$ cat src/sv/hdu_pkg.sv
package hdu_pkg;

  localparam int unsigned DataBitsDefault   = 8;
  localparam int unsigned CntWidthDefault   = 16;
  localparam int unsigned BaudDivWidth      = 16;
  localparam int unsigned ByteWidth         = 8;
  localparam logic [BaudDivWidth-1:0] BaudDivReset = 16'd104;
  localparam int unsigned TxStartDelay      = 10;

  typedef struct packed {
    logic                 tx_line;
    logic                 tx_busy;
    logic                 rx_busy;
    logic                 rx_valid;
    logic [ByteWidth-1:0] rx_byte;
  } hdu_result_t;

endpackage

$ cat src/sv/hdu_engine.sv
module hdu_engine
  import hdu_pkg::*;
#(
  parameter int unsigned DATA_BITS          = DataBitsDefault,
  parameter int unsigned TICK_COUNTER_WIDTH = CntWidthDefault
) (
  input  logic                    clk_i,
  input  logic                    rst_ni,
  input  logic                    step_i,
  input  logic [BaudDivWidth-1:0] baud_div_i,
  input  logic                    rx_level_i,
  input  logic                    send_valid_i,
  input  logic [ByteWidth-1:0]    send_data_i,
  output hdu_result_t             result_o
);

  localparam int unsigned CW  = TICK_COUNTER_WIDTH;
  localparam int unsigned BLW = $clog2(DATA_BITS + 3);
  localparam int unsigned BIW = $clog2(DATA_BITS + 1);

  logic [DATA_BITS-1:0] tx_shift_q, tx_shift_d;
  logic [BLW-1:0]       tx_bits_left_q, tx_bits_left_d;
  logic                 tx_next_level_q, tx_next_level_d;
  logic [CW-1:0]        tx_cnt_q, tx_cnt_d;
  logic                 tx_level_q, tx_level_d;
  logic                 tx_active_q, tx_active_d;
  logic [DATA_BITS-1:0] rx_shift_q, rx_shift_d;
  logic [BIW-1:0]       rx_bit_index_q, rx_bit_index_d;
  logic [CW-1:0]        rx_cnt_q, rx_cnt_d;
  logic                 rx_active_q, rx_active_d;
  logic                 rx_prev_level_q, rx_prev_level_d;
  logic [DATA_BITS-1:0] rx_result_q, rx_result_d;
  logic                 rx_valid;

  logic [CW-1:0]              baud_div_cnt;
  logic [BaudDivWidth:0]      half_sum;
  logic [CW-1:0]              start_delay;
  logic [CW-1:0]              tx_cnt_dec;
  logic [CW-1:0]              rx_cnt_dec;
  logic                       accepted;

  assign baud_div_cnt = CW'(baud_div_i);
  assign half_sum     = {1'b0, baud_div_i} + {2'b00, baud_div_i[BaudDivWidth-1:1]};
  assign start_delay  = CW'(half_sum);
  assign tx_cnt_dec   = tx_cnt_q - CW'(1);
  assign rx_cnt_dec   = rx_cnt_q - CW'(1);

  always_comb begin
    tx_shift_d      = tx_shift_q;
    tx_bits_left_d  = tx_bits_left_q;
    tx_next_level_d = tx_next_level_q;
    tx_cnt_d        = tx_cnt_q;
    tx_level_d      = tx_level_q;
    tx_active_d     = tx_active_q;
    rx_shift_d      = rx_shift_q;
    rx_bit_index_d  = rx_bit_index_q;
    rx_cnt_d        = rx_cnt_q;
    rx_active_d     = rx_active_q;
    rx_result_d     = rx_result_q;
    rx_prev_level_d = rx_level_i;
    rx_valid        = 1'b0;
    accepted        = 1'b0;

    if (tx_active_q) begin
      tx_cnt_d = tx_cnt_dec;
      if (tx_cnt_dec == '0) begin
        tx_level_d = tx_next_level_q;
        if (tx_bits_left_q == '0) begin
          tx_active_d     = 1'b0;
          tx_next_level_d = 1'b0;
        end else begin
          tx_next_level_d = tx_shift_q[0] || (tx_bits_left_q <= BLW'(2));
          tx_shift_d      = tx_shift_q >> 1;
          tx_bits_left_d  = tx_bits_left_q - BLW'(1);
          tx_cnt_d        = baud_div_cnt;
        end
      end
    end else if (send_valid_i) begin
      accepted        = 1'b1;
      tx_active_d     = 1'b1;
      tx_shift_d      = send_data_i[DATA_BITS-1:0];
      tx_bits_left_d  = BLW'(DATA_BITS + 2);
      tx_next_level_d = 1'b0;
      tx_cnt_d        = CW'(TxStartDelay);
      rx_active_d     = 1'b0;
    end

    if (!accepted) begin
      if (rx_active_q) begin
        rx_cnt_d = rx_cnt_dec;
        if (rx_cnt_dec == '0) begin
          if (rx_bit_index_q < BIW'(DATA_BITS)) begin
            for (int i = 0; i < DATA_BITS; i++) begin
              if (rx_bit_index_q == BIW'(i) && rx_level_i) begin
                rx_shift_d[i] = 1'b1;
              end
            end
            rx_bit_index_d = rx_bit_index_q + BIW'(1);
            rx_cnt_d       = baud_div_cnt;
          end else begin
            rx_result_d = rx_shift_q;
            rx_valid    = 1'b1;
            rx_active_d = 1'b0;
          end
        end
      end else if (!tx_active_q && !tx_active_d && rx_prev_level_q && !rx_level_i) begin
        rx_active_d    = 1'b1;
        rx_shift_d     = '0;
        rx_bit_index_d = '0;
        rx_cnt_d       = start_delay;
      end
    end
  end

  always_ff @(posedge clk_i or negedge rst_ni) begin
    if (!rst_ni) begin
      tx_shift_q      <= '0;
      tx_bits_left_q  <= '0;
      tx_next_level_q <= 1'b0;
      tx_cnt_q        <= '0;
      tx_level_q      <= 1'b1;
      tx_active_q     <= 1'b0;
      rx_shift_q      <= '0;
      rx_bit_index_q  <= '0;
      rx_cnt_q        <= '0;
      rx_active_q     <= 1'b0;
      rx_prev_level_q <= 1'b1;
      rx_result_q     <= '0;
    end else if (step_i) begin
      tx_shift_q      <= tx_shift_d;
      tx_bits_left_q  <= tx_bits_left_d;
      tx_next_level_q <= tx_next_level_d;
      tx_cnt_q        <= tx_cnt_d;
      tx_level_q      <= tx_level_d;
      tx_active_q     <= tx_active_d;
      rx_shift_q      <= rx_shift_d;
      rx_bit_index_q  <= rx_bit_index_d;
      rx_cnt_q        <= rx_cnt_d;
      rx_active_q     <= rx_active_d;
      rx_prev_level_q <= rx_prev_level_d;
      rx_result_q     <= rx_result_d;
    end
  end

  always_comb begin
    result_o.tx_line  = tx_level_d;
    result_o.tx_busy  = tx_active_d;
    result_o.rx_busy  = rx_active_d;
    result_o.rx_valid = rx_valid;
    result_o.rx_byte  = ByteWidth'(rx_result_d);
  end

endmodule

$ cat src/sv/half_duplex_uart_8n1.sv
// A tick's result is registered at the edge that accepts the tick: into the output
// register, or into the skid entry while the output register is stalled.
// Throughput: one tick per cycle while the skid entry is empty; the next-state logic
// of both engines is one pass; the two-entry buffer takes one more tick in a stall.
// Reset (rst_ni low, asynchronous) idles both directions with the line high,
// empties the output buffer and restores the bit period to 104 ticks.
module half_duplex_uart_8n1
  import hdu_pkg::*;
#(
  parameter int unsigned DATA_BITS          = DataBitsDefault,
  parameter int unsigned TICK_COUNTER_WIDTH = CntWidthDefault
) (
  input  logic                    clk_i,
  input  logic                    rst_ni,
  input  logic                    cfg_valid_i,
  output logic                    cfg_ready_o,
  input  logic [BaudDivWidth-1:0] cfg_data_i,
  input  logic                    in_valid_i,
  output logic                    in_ready_o,
  input  logic                    rx_level_i,
  input  logic                    send_valid_i,
  input  logic [ByteWidth-1:0]    send_data_i,
  output logic                    out_valid_o,
  input  logic                    out_ready_i,
  output logic                    tx_line_o,
  output logic                    tx_busy_o,
  output logic                    rx_busy_o,
  output logic                    rx_valid_o,
  output logic [ByteWidth-1:0]    rx_byte_o
);

  logic [BaudDivWidth-1:0] baud_div_q;
  hdu_result_t             result;
  hdu_result_t             out_q, out_d, skid_q, skid_d;
  logic                    out_valid_q, out_valid_d;
  logic                    skid_valid_q, skid_valid_d;
  logic                    in_fire;
  logic                    out_free;

  assign cfg_ready_o = 1'b1;
  assign in_ready_o  = !skid_valid_q;
  assign in_fire     = in_valid_i && in_ready_o;
  assign out_free    = !out_valid_q || out_ready_i;

  always_ff @(posedge clk_i or negedge rst_ni) begin
    if (!rst_ni) begin
      baud_div_q <= BaudDivReset;
    end else if (cfg_valid_i) begin
      baud_div_q <= cfg_data_i;
    end
  end

  hdu_engine #(
    .DATA_BITS         (DATA_BITS),
    .TICK_COUNTER_WIDTH(TICK_COUNTER_WIDTH)
  ) u_engine (
    .clk_i       (clk_i),
    .rst_ni      (rst_ni),
    .step_i      (in_fire),
    .baud_div_i  (baud_div_q),
    .rx_level_i  (rx_level_i),
    .send_valid_i(send_valid_i),
    .send_data_i (send_data_i),
    .result_o    (result)
  );

  always_comb begin
    out_d        = out_q;
    skid_d       = skid_q;
    out_valid_d  = out_valid_q;
    skid_valid_d = skid_valid_q;
    if (out_free) begin
      if (skid_valid_q) begin
        out_d        = skid_q;
        out_valid_d  = 1'b1;
        skid_valid_d = in_fire;
        skid_d       = result;
      end else begin
        out_valid_d = in_fire;
        out_d       = result;
      end
    end else if (in_fire) begin
      skid_d       = result;
      skid_valid_d = 1'b1;
    end
  end

  always_ff @(posedge clk_i or negedge rst_ni) begin
    if (!rst_ni) begin
      out_valid_q  <= 1'b0;
      skid_valid_q <= 1'b0;
    end else begin
      out_valid_q  <= out_valid_d;
      skid_valid_q <= skid_valid_d;
    end
  end

  always_ff @(posedge clk_i) begin
    out_q  <= out_d;
    skid_q <= skid_d;
  end

  assign out_valid_o = out_valid_q;
  assign tx_line_o   = out_q.tx_line;
  assign tx_busy_o   = out_q.tx_busy;
  assign rx_busy_o   = out_q.rx_busy;
  assign rx_valid_o  = out_q.rx_valid;
  assign rx_byte_o   = out_q.rx_byte;

  // The skid entry is only ever filled behind a waiting output entry.
  assert property (@(posedge clk_i) disable iff (!rst_ni) skid_valid_q |-> out_valid_q)
    else $error("skid entry holds data while the output register is empty");

  // Transmit and receive never overlap.
  assert property (@(posedge clk_i) disable iff (!rst_ni)
                   out_valid_o |-> !(tx_busy_o && rx_busy_o))
    else $error("transmitter and receiver busy at the same time");

  // A completed byte always ends the reception.
  assert property (@(posedge clk_i) disable iff (!rst_ni)
                   (out_valid_o && rx_valid_o) |-> !rx_busy_o)
    else $error("receiver still busy on a completed byte");

endmodule

$ cat config.mk
export PLATFORM = sky130hd
export DESIGN_NAME = half_duplex_uart_8n1
export DESIGN_NICKNAME = d
export VERILOG_FILES = /design/src/sv/hdu_pkg.sv /design/src/sv/hdu_engine.sv /design/src/sv/half_duplex_uart_8n1.sv
export SDC_FILE = /design/constraint.sdc
export NUM_CORES = 1
export LEC_CHECK = 0
export BUFFER_PORTS_ARGS = -buffer_cell sky130_fd_sc_hd__buf_2
export CELL_PAD_IN_SITES_DETAIL_PLACEMENT = 1
export CELL_PAD_IN_SITES_GLOBAL_PLACEMENT = 1
export CORE_ASPECT_RATIO = 2
export CORE_MARGIN = 2
export CORE_UTILIZATION = 53
export CTS_BUF_LIST = sky130_fd_sc_hd__clkbuf_4
export CTS_CLUSTER_DIAMETER = 50
export DETAILED_ROUTE_END_ITERATION = 8
export PLACE_DENSITY = 0.95
export SETUP_SLACK_MARGIN = 0.15
export SYNTH_ARGS = -nofsm -noshare
export SYNTH_HDL_FRONTEND = slang
export SYNTH_SLANG_ARGS = --single-unit
$ cat constraint.sdc
create_clock -name clk_i -period 8.4 [get_ports clk_i]
set_input_delay 1.68 -clock clk_i [delete_from_list [all_inputs] [get_ports clk_i]]
set_output_delay 1.68 -clock clk_i [all_outputs]
set_load 0.02 [all_outputs]
==> impl_metrics.json <==
{
  "ys_seq_area_frac": 0.4208,
  "dieArea_mm2": 0.01401,
  "ant_nets": 0,
  "cts_made_buffers": 9,
  "cts_tree": "done",
  "die_w_um": 84.69,
  "path_max_fanout": 10,
  "final-seq-area_mm2": 0.002904,
  "vias_per_cell": 6.596,
  "pwr-share-clk": 0.150,
  "cap_violations": 0,
  "clk_latency_ps": 500,
  "path_class": "reg2reg",
  "power_frac_seq": 0.463,
  "drt-initial-drc-count": 371,
  "nFillCells": 1453,
  "grt_overflow": 0,
  "ir_drop_mv": 0.1450,
  "critical_path_required_ps": 8770,
  "max_slew.worst_pin.slew_ps": 1034,
  "hold_viol": 0,
  "clock-sinks": 111,
  "synthFlopType": "dfrtp_1",
  "final.setup_skew_ps": 28.73,
  "leakage_nw": 3.144,
  "p_int_mw": 1.011,
  "post_cts_resized": 0,
  "relSlewSlack": 0.3105,
  "ios": 46,
  "hold_class": "reg2reg",
  "final_common_cell": "dfrtp_1",
  "avgSynthCellArea_um2": 9.626,
  "final_cells": 902,
  "post_drt_wl_per_cell_um": 21.97,
  "grt_pass1_vias": 6268,
  "num_rows": 59,
  "drc": 0,
  "pwr-share-comb": 0.387,
  "rsz0062_at_grt": "false",
  "fin_crit_ps": 3937,
  "final_cell_mix": "dfrtp_1 (82), nand2_1 (72), nor2_1 (65)",
  "fmax_ghz": 0.2540,
  "first_pass_iters": 5,
  "cts.clk_slew.worst_paths_ps": 180,
  "grt_use_total": 0.2833,
  "die_h_um": 165.4,
  "gp_congestion": 0.9097,
  "post_cts_buffers": 0,
  "cp-start-kind": "flop",
  "place_inst": 885,
  "yosysWarningCount": 0,
  "power_switching_mw": 0.7827,
  "synth-edff-count": 24,
  "port-buffer-count": 44,
  "period_share": 0.4687,
  "drive_gt1_frac": 0.1736,
  "end_kind": "flop",
  "synthesis.nets": 775,
  "fin_tns_setup_ps": 0,
  "dp_hpwl_um": 14380,
  "syn_to_final_growth_pct": 6.526,
  "synth_cells": 717,
  "multi_input_area_mm2": 0.003741,
  "nets": 802,
  "grt_max_degree": 77,
  "grt_antenna_before_repair": 1,
  "wirelength_um": 19820,
  "dr_total_vias": 5950,
  "start_util": 0.5373,
  "root_buffer": "clkbuf_4",
  "synth-async-reset-ratio": 0.7838,
  "slew_viol_final": 0,
  "core_area_mm2": 0.01284,
  "ys_ff_latch": 111,
  "power_density_mw_per_mm2": 244.0,
  "h-tree-depth": 3,
  "syn-cell-area_mm2": 0.006902,
  "finalSetupViolCount": 0,
  "swShare": 0.4364,
  "status": "complete, no violations",
  "r2r_setup_slack_ps": 4460,
  "grt_pass1_wl_um": 31660,
  "arrival_ps": 4310,
  "clk_path_buf_depth": 2,
  "synth_cell_types": 85,
  "holdBufCountCts": 0
}
==> cell usage after synthesis (5+ instances only) <==
library cell,count,area share
xor2_1,12,0.015
nand3_1,19,0.014
nor3_1,27,0.020
nand4_1,7,0.0063
a211oi_1,5,0.0054
o21ai_1,6,0.0044
mux2_4,8,0.017
clkbuf_1,28,0.015
nor4_1,5,0.0045
mux2_1,8,0.013
nor2b_1,8,0.0073
a21oi_1,29,0.021
inv_1,25,0.014
a21o_1,8,0.0087
o21a_1,5,0.0054
dfrtp_1,82,0.30
o21ai_0,39,0.028
mux2_2,23,0.038
or3_1,12,0.011
nand2b_1,7,0.0063
o22ai_1,13,0.012
ha_1,26,0.047
edfxtp_1,24,0.10
and3_1,5,0.0045
o31ai_1,6,0.0065
dfstp_2,5,0.019
o211ai_1,6,0.0065
nand2_1,72,0.039
xnor2_1,10,0.013
a31oi_1,11,0.010
mux2i_1,8,0.012
nor2_1,65,0.035
==> state kept, by name, indices dropped and copies added, names as in the netlist, 8 cells and up <==
register,flops
baud_div_q,16
rx_byte_o,8
skid_q,12
u_engine.rx_cnt_q,16
u_engine.rx_result_q,8
u_engine.rx_shift_q,8
u_engine.tx_cnt_q,16
u_engine.tx_shift_q,8
==> final timing paths <==
| kind | to | cells after the start | from |
|---|---|---|---|
| max | u_engine.rx_result_q[7]$_DFFE_PN0P_ | 9 | u_engine.rx_cnt_q[0]$_DFFE_PN0P_ |
| min | u_engine.rx_prev_level_q$_DFFE_PN1P_ | 2 | u_engine.rx_prev_level_q$_DFFE_PN1P_ |
| max reg2reg | u_engine.rx_result_q[7]$_DFFE_PN0P_ | 9 | u_engine.rx_cnt_q[0]$_DFFE_PN0P_ |
| min reg2reg | u_engine.rx_prev_level_q$_DFFE_PN1P_ | 2 | u_engine.rx_prev_level_q$_DFFE_PN1P_ |
| max in group asynchronous | u_engine.tx_active_q$_DFFE_PN0P_ | 2 | rst_ni |
| min in group asynchronous | u_engine.rx_result_q[0]$_DFFE_PN0P_ | 1 | rst_ni |
==> layout make-up <==
type / instances / share of cell area
repair buffers: 53 / 0.03948
multi-input cells: 544 / 0.5088
diodes: 1 / 0.0003404
inverters: 25 / 0.01276
flip-flops and latches: 111 / 0.3950
clock inverters: 7 / 0.008509
clock buffers: 9 / 0.009190
well taps: 152 / 0.02587
==> through the flow <==
step | setup WS, ps | power [mW] | hold WS [ps] | utilization | cell area (um2)
2_1_floorplan | 4937 | 1.311 | 441.2 | - | 6902
3_3_place_gp | 4596 | 1.462 | 452.9 | 0.5620 | 7219
3_5_place_dp | 4469 | 1.513 | 499.2 | 0.5620 | 7219
4_1_cts | 4488 | 1.782 | 530.4 | 0.5722 | 7350
5_1_grt | 4211 | 1.902 | 546.9 | 0.5724 | 7352
6_report | 4463 | 1.794 | 531.2 | 0.5724 | 7352
==> layer usage <==
metal / wire length [um] / share of wire / track usage / up-vias
met5: 0 / 0 / 0 / -
met4: 877 / 0.044 / 0.1443 / 0
met3: 693 / 0.035 / 0.03380 / 63
met2: 10150 / 0.51 / 0.5000 / 174
met1: 8095 / 0.41 / 0.3361 / 2984
li1: - / - / - / 2729
==> cell families (layout without fill, tap and decap cells) <==
logic type      Yosys count  count (layout)  synth area share
simple gates            265             265            0.2009
compound gates          182             182            0.1831
flops                   111             111            0.4208
buf+inv                  62              94           0.03717
mux                      47              47           0.07959
fa+ha+maj                27              27           0.05004
xor+xnor                 22              22           0.02792
other cells               1               2         0.0005434
==> power by group through the flow <==
| stage | Combinational [mW] | Clock [mW] | Sequential (mW) |
|---|---|---|---|
| detailed placement | 0.679 | 0 | 0.834 |
| floorplan | 0.547 | 0 | 0.764 |
| global route | 0.770 | 0.287 | 0.846 |
| CTS | 0.687 | 0.272 | 0.823 |
| finish | 0.693 | 0.270 | 0.830 |
| global placement | 0.640 | 0 | 0.822 |
==> worst max-delay path: stages (launching register included) <==
cell and delay [ps]:
dfrtp_1 500, inv_1 120, ha_1 320, or4b_4 550
nor4b_2 320, o211ai_1 230, nor2_1 200, nand4b_1 650
nor2_4 510, mux2_1 410
No activity file was read; power rests on OpenSTA's default activity.
